### config.mk
export PLATFORM = sky130hd
export DESIGN_NAME = sesd_ram
export DESIGN_NICKNAME = d
export VERILOG_FILES = /design/src/hdl/sesd_ram.sv
export SDC_FILE = /design/constraint.sdc
export NUM_CORES = 2
export LEC_CHECK = 0
export BUFFER_PORTS_ARGS = -buffer_cell sky130_fd_sc_hd__buf_4
export CAP_MARGIN = 10
export CORE_MARGIN = 2
export CORE_UTILIZATION = 25
export CTS_CLUSTER_SIZE = 8
export DETAILED_ROUTE_END_ITERATION = 8
export RECOVER_POWER = 50
export SLEW_MARGIN = 30
export SYNTH_ARGS = -nofsm -noshare
export SYNTH_HDL_FRONTEND = slang
export SYNTH_SLANG_ARGS = --single-unit
### constraint.sdc
create_clock -name clk -period 6.6 [get_ports clk]
set_clock_uncertainty 0.2 [all_clocks]
set_input_delay 0.66 -clock clk [delete_from_list [all_inputs] [get_ports clk]]
set_output_delay 0.66 -clock clk [all_outputs]
set_load 0.01 [all_outputs]
### src/hdl/sesd_ram.sv
`timescale 1ns / 1ps
module sesd_ram #(
    parameter int WIDTH = 8,
    parameter int DEPTH = 256,
    parameter int AW    = $clog2(DEPTH)
) (
    input  logic             clk,
    input  logic             we,
    input  logic [AW-1:0]    waddr,
    input  logic [WIDTH-1:0] wdata,
    input  logic [AW-1:0]    raddr,
    output logic [WIDTH-1:0] rdata
);

    logic [WIDTH-1:0] mem [DEPTH];

    always_ff @(posedge clk)
    begin
        if (we)
        begin
            mem[waddr] <= wdata;
        end
    end

    always_ff @(posedge clk)
    begin
        rdata <= mem[raddr];
    end

endmodule

==> impl_metrics.tcl <==
set metrics [dict create \
    synth_area_um2 79600 \
    dp_hpwl_um 123000 \
    root_buffer "clkbuf_16" \
    grt_max_degree 145 \
    p_per_area_nw_per_um2 315 \
    ant_nets 0 \
    clock.fmax_mhz 215 \
    nets 3955 \
    vias 39068 \
    num_io_pins 34 \
    fp.dieArea_um2 323000 \
    hold_depth 1 \
    grt_overflow 0 \
    grt_pass1_wl_um 293000 \
    cts_tree "done" \
    cts_buffer_depth 4 \
    vias_per_cell 4.79 \
    slew_headroom_pct -183 \
    avgSynthCellArea_um2 21.3 \
    r2r_slack_ns 3.48 \
    vdd_drop_max_uv 242 \
    max_stage_delay_ns 2.80 \
    area_delta_synth_final_pct 16.5 \
    r2r-start "mem[211][3]" \
    r2r.worst_path.cells 6 \
    antenna_found_initial 16 \
    row_count 207 \
    finalWirelength_um 206000 \
    synth.top_cells.by_count "2048 x edfxtp_1, 454 x mux4_2, 282 x nor2_1" \
    wire_per_inst_um 25.2 \
    cp-end-kind "flip-flop" \
    coreArea_um2 317000 \
    hold_end "mem[219][7]" \
    io_buffers 33 \
    synth-compound-area-share_pct 3.42 \
    post-route-drc-count 0 \
    synth_top_area_share_pct 77.3 \
    critPathSlowestCell "clkbuf_1" \
    die_h_um 568 \
    muxShareOfSynthArea_pct 14.6 \
    die_w_um 568 \
    dr.pass1.iters 6 \
    synthAdderAreaFrac_pct 0 \
    final_cell_area_um2 92700 \
    synth.lib_cells_used.distinct 55 \
    ys_seq_area_share_pct 77.5 \
    synth_top_family_by_area "multiplexers" \
    setup_violations 0 \
    rsz0062_at_grt "no" \
    clkLatencyLatePin_ns 0.92 \
    hp-start "wdata[7]" \
    synthFlopType "edfxtp_1" \
    status "finished with violations" \
    layout-drive-gt1-share_pct 23.7 \
    critPathArrivalTime_ns 4.99 \
    placedCellCount 7798 \
    maxCapViolCount 12 \
    worstPathRequired_ns 6.95 \
    synth_cells 3733 \
    final-hold-violation-count 0 \
    crit_buf_inv 3 \
    period_minus_slack_ns 4.64 \
    yosys.area.top_type "edfxtp_1" \
    synthSimpleGateAreaFrac_pct 2.63 \
    cts_resized 0 \
    async_flop_share_pct 0 \
    grtUsageTotal_pct 12.5 \
    path_class "input port to flip-flop" \
    synth_xor_area_share_pct 0 \
    finalMaxSlewViolations 911 \
    drt_iter0_markers 4694 \
    yosys-top-cells-area "edfxtp_1 77%, mux4_2 13%, mux2i_1 1.7%" \
    failed_checks "capacitance limit, slew limit" \
    syn_nets 3759 \
    yosysMostFrequentCell "edfxtp_1" \
    crit_family "buffers and inverters" \
    numClockSinks 2056 \
    cellLeakagePower_nw 27.8 \
    grt_pass1_vias 39582 \
    worst_pin_slew_ns 4.25 \
    crit_path_max_fanout 87 \
    path_clk_slew_ns 0.05 \
    start_util_pct 25.1 \
    fin_setup_tns_ns 0 \
    synth_warnings 0 \
    instances_no_fill 8157 \
    gp_congestion 0.813 \
    cts_htree_levels 5 \
    timing.final.crit_share_pct 70.3 \
    hp-class "input port to flip-flop" \
    synth-edff-count 2048 \
    worstSetupStartpointType "input port" \
    r2r-end "rdata[3]" \
    synth-seq-cells 2056 \
    cts_buffers 307 \
    place_area_um2 84600 \
    worstPathCellList "dlygate4sd3_1, clkbuf_1, buf_6" \
]
-- what timing repair did --
item / CTS / global route
hold buffers: 1 / 0
buffers inserted: 0 / 0
hold endpoints to repair: 2 / 0
-- stage by stage --
step	total power [W]	utilization [%]	setup slack (ns)	hold slack, ns
after floorplan	0.0154	-	3.80	0.559
after global placement	0.0160	26.6	1.73	0.795
after detailed placement	0.0160	26.7	2.13	0.821
after CTS	0.0294	29.2	3.07	0.0283
after global routing	0.0300	29.2	1.72	0.0401
final	0.0292	29.2	1.96	0.0260
-- flip-flops by register name, summed over array words and instances (netlist names) --
signal and cells:
rdata 8, mem 2048
-- report_power, final --
group	total, W	internal [W]	switching [W]	leakage (nW)
Combinational	0.00129	0.000427	0.000861	5.43
Clock	0.0135	0.00836	0.00510	3.94
Sequential	0.0145	0.0144	0.0000242	18.5
Total	0.0292	0.0232	0.00599	27.8
-- worst register-to-register path: cells and delay by family, from the launching register on --
family,cells,cell delay [ns]
and+or+nand+nor,2,0.80
DFF,1,0.36
muxes,1,0.46
AOI/OAI and AO/OA,3,1.13
-- layer usage --
metal  vias up  wire (um)  track usage, %
met5         -         13               0
met4         2       5490            3.62
met3       361      16800            2.45
met2      1801     101000            20.5
met1     20891      82900            16.7
li1      16013          -               -
-- worst max-delay path by stage --
stage          cells after the start     endpoint  startpoint
6_report                           3  mem[190][1]    wdata[1]
5_1_grt                            3  mem[183][1]    wdata[1]
3_3_place_gp                       7     rdata[6]    raddr[1]
3_5_place_dp                       8     rdata[3]    raddr[0]
2_1_floorplan                      9     rdata[2]    raddr[0]
4_1_cts                            8     rdata[3]    raddr[0]
-- kinds of logic after synthesis --
kind of cell           count (synthesis)
DFF                                 2056
muxes                                591
buffers and inverters                235
AOI/OAI and AO/OA                    385
and+or+nand+nor                      466
-- layout by cell type (no fill, tap or decap), drive strengths merged, types with 27 or more instances in the layout --
master and count:
buf 105, mux4 456, nand2 33, a22oi 133
nor2 282, nor2b 31, mux2i 134, o22ai 28
nor4 27, a21oi 96, clkbuf 362, nand3 34
o221ai 47, edfxtp 2048
-- final cells by class --
| cell class | instances | area [um^2] |
|---|---|---|
| Multi-Input combinational cell | 1442 | 16600 |
| Clock inverter | 6 | 66.3 |
| Antenna cell | 3 | 7.51 |
| Clock buffer | 348 | 7990 |
| Fill cell | 30458 | 225000 |
| Inverter | 2 | 7.51 |
| Tap cell | 4180 | 5230 |
| Timing Repair Buffer | 120 | 1090 |
| Sequential cell | 2056 | 61700 |
Note: power is estimated with default switching activity, not from simulation.
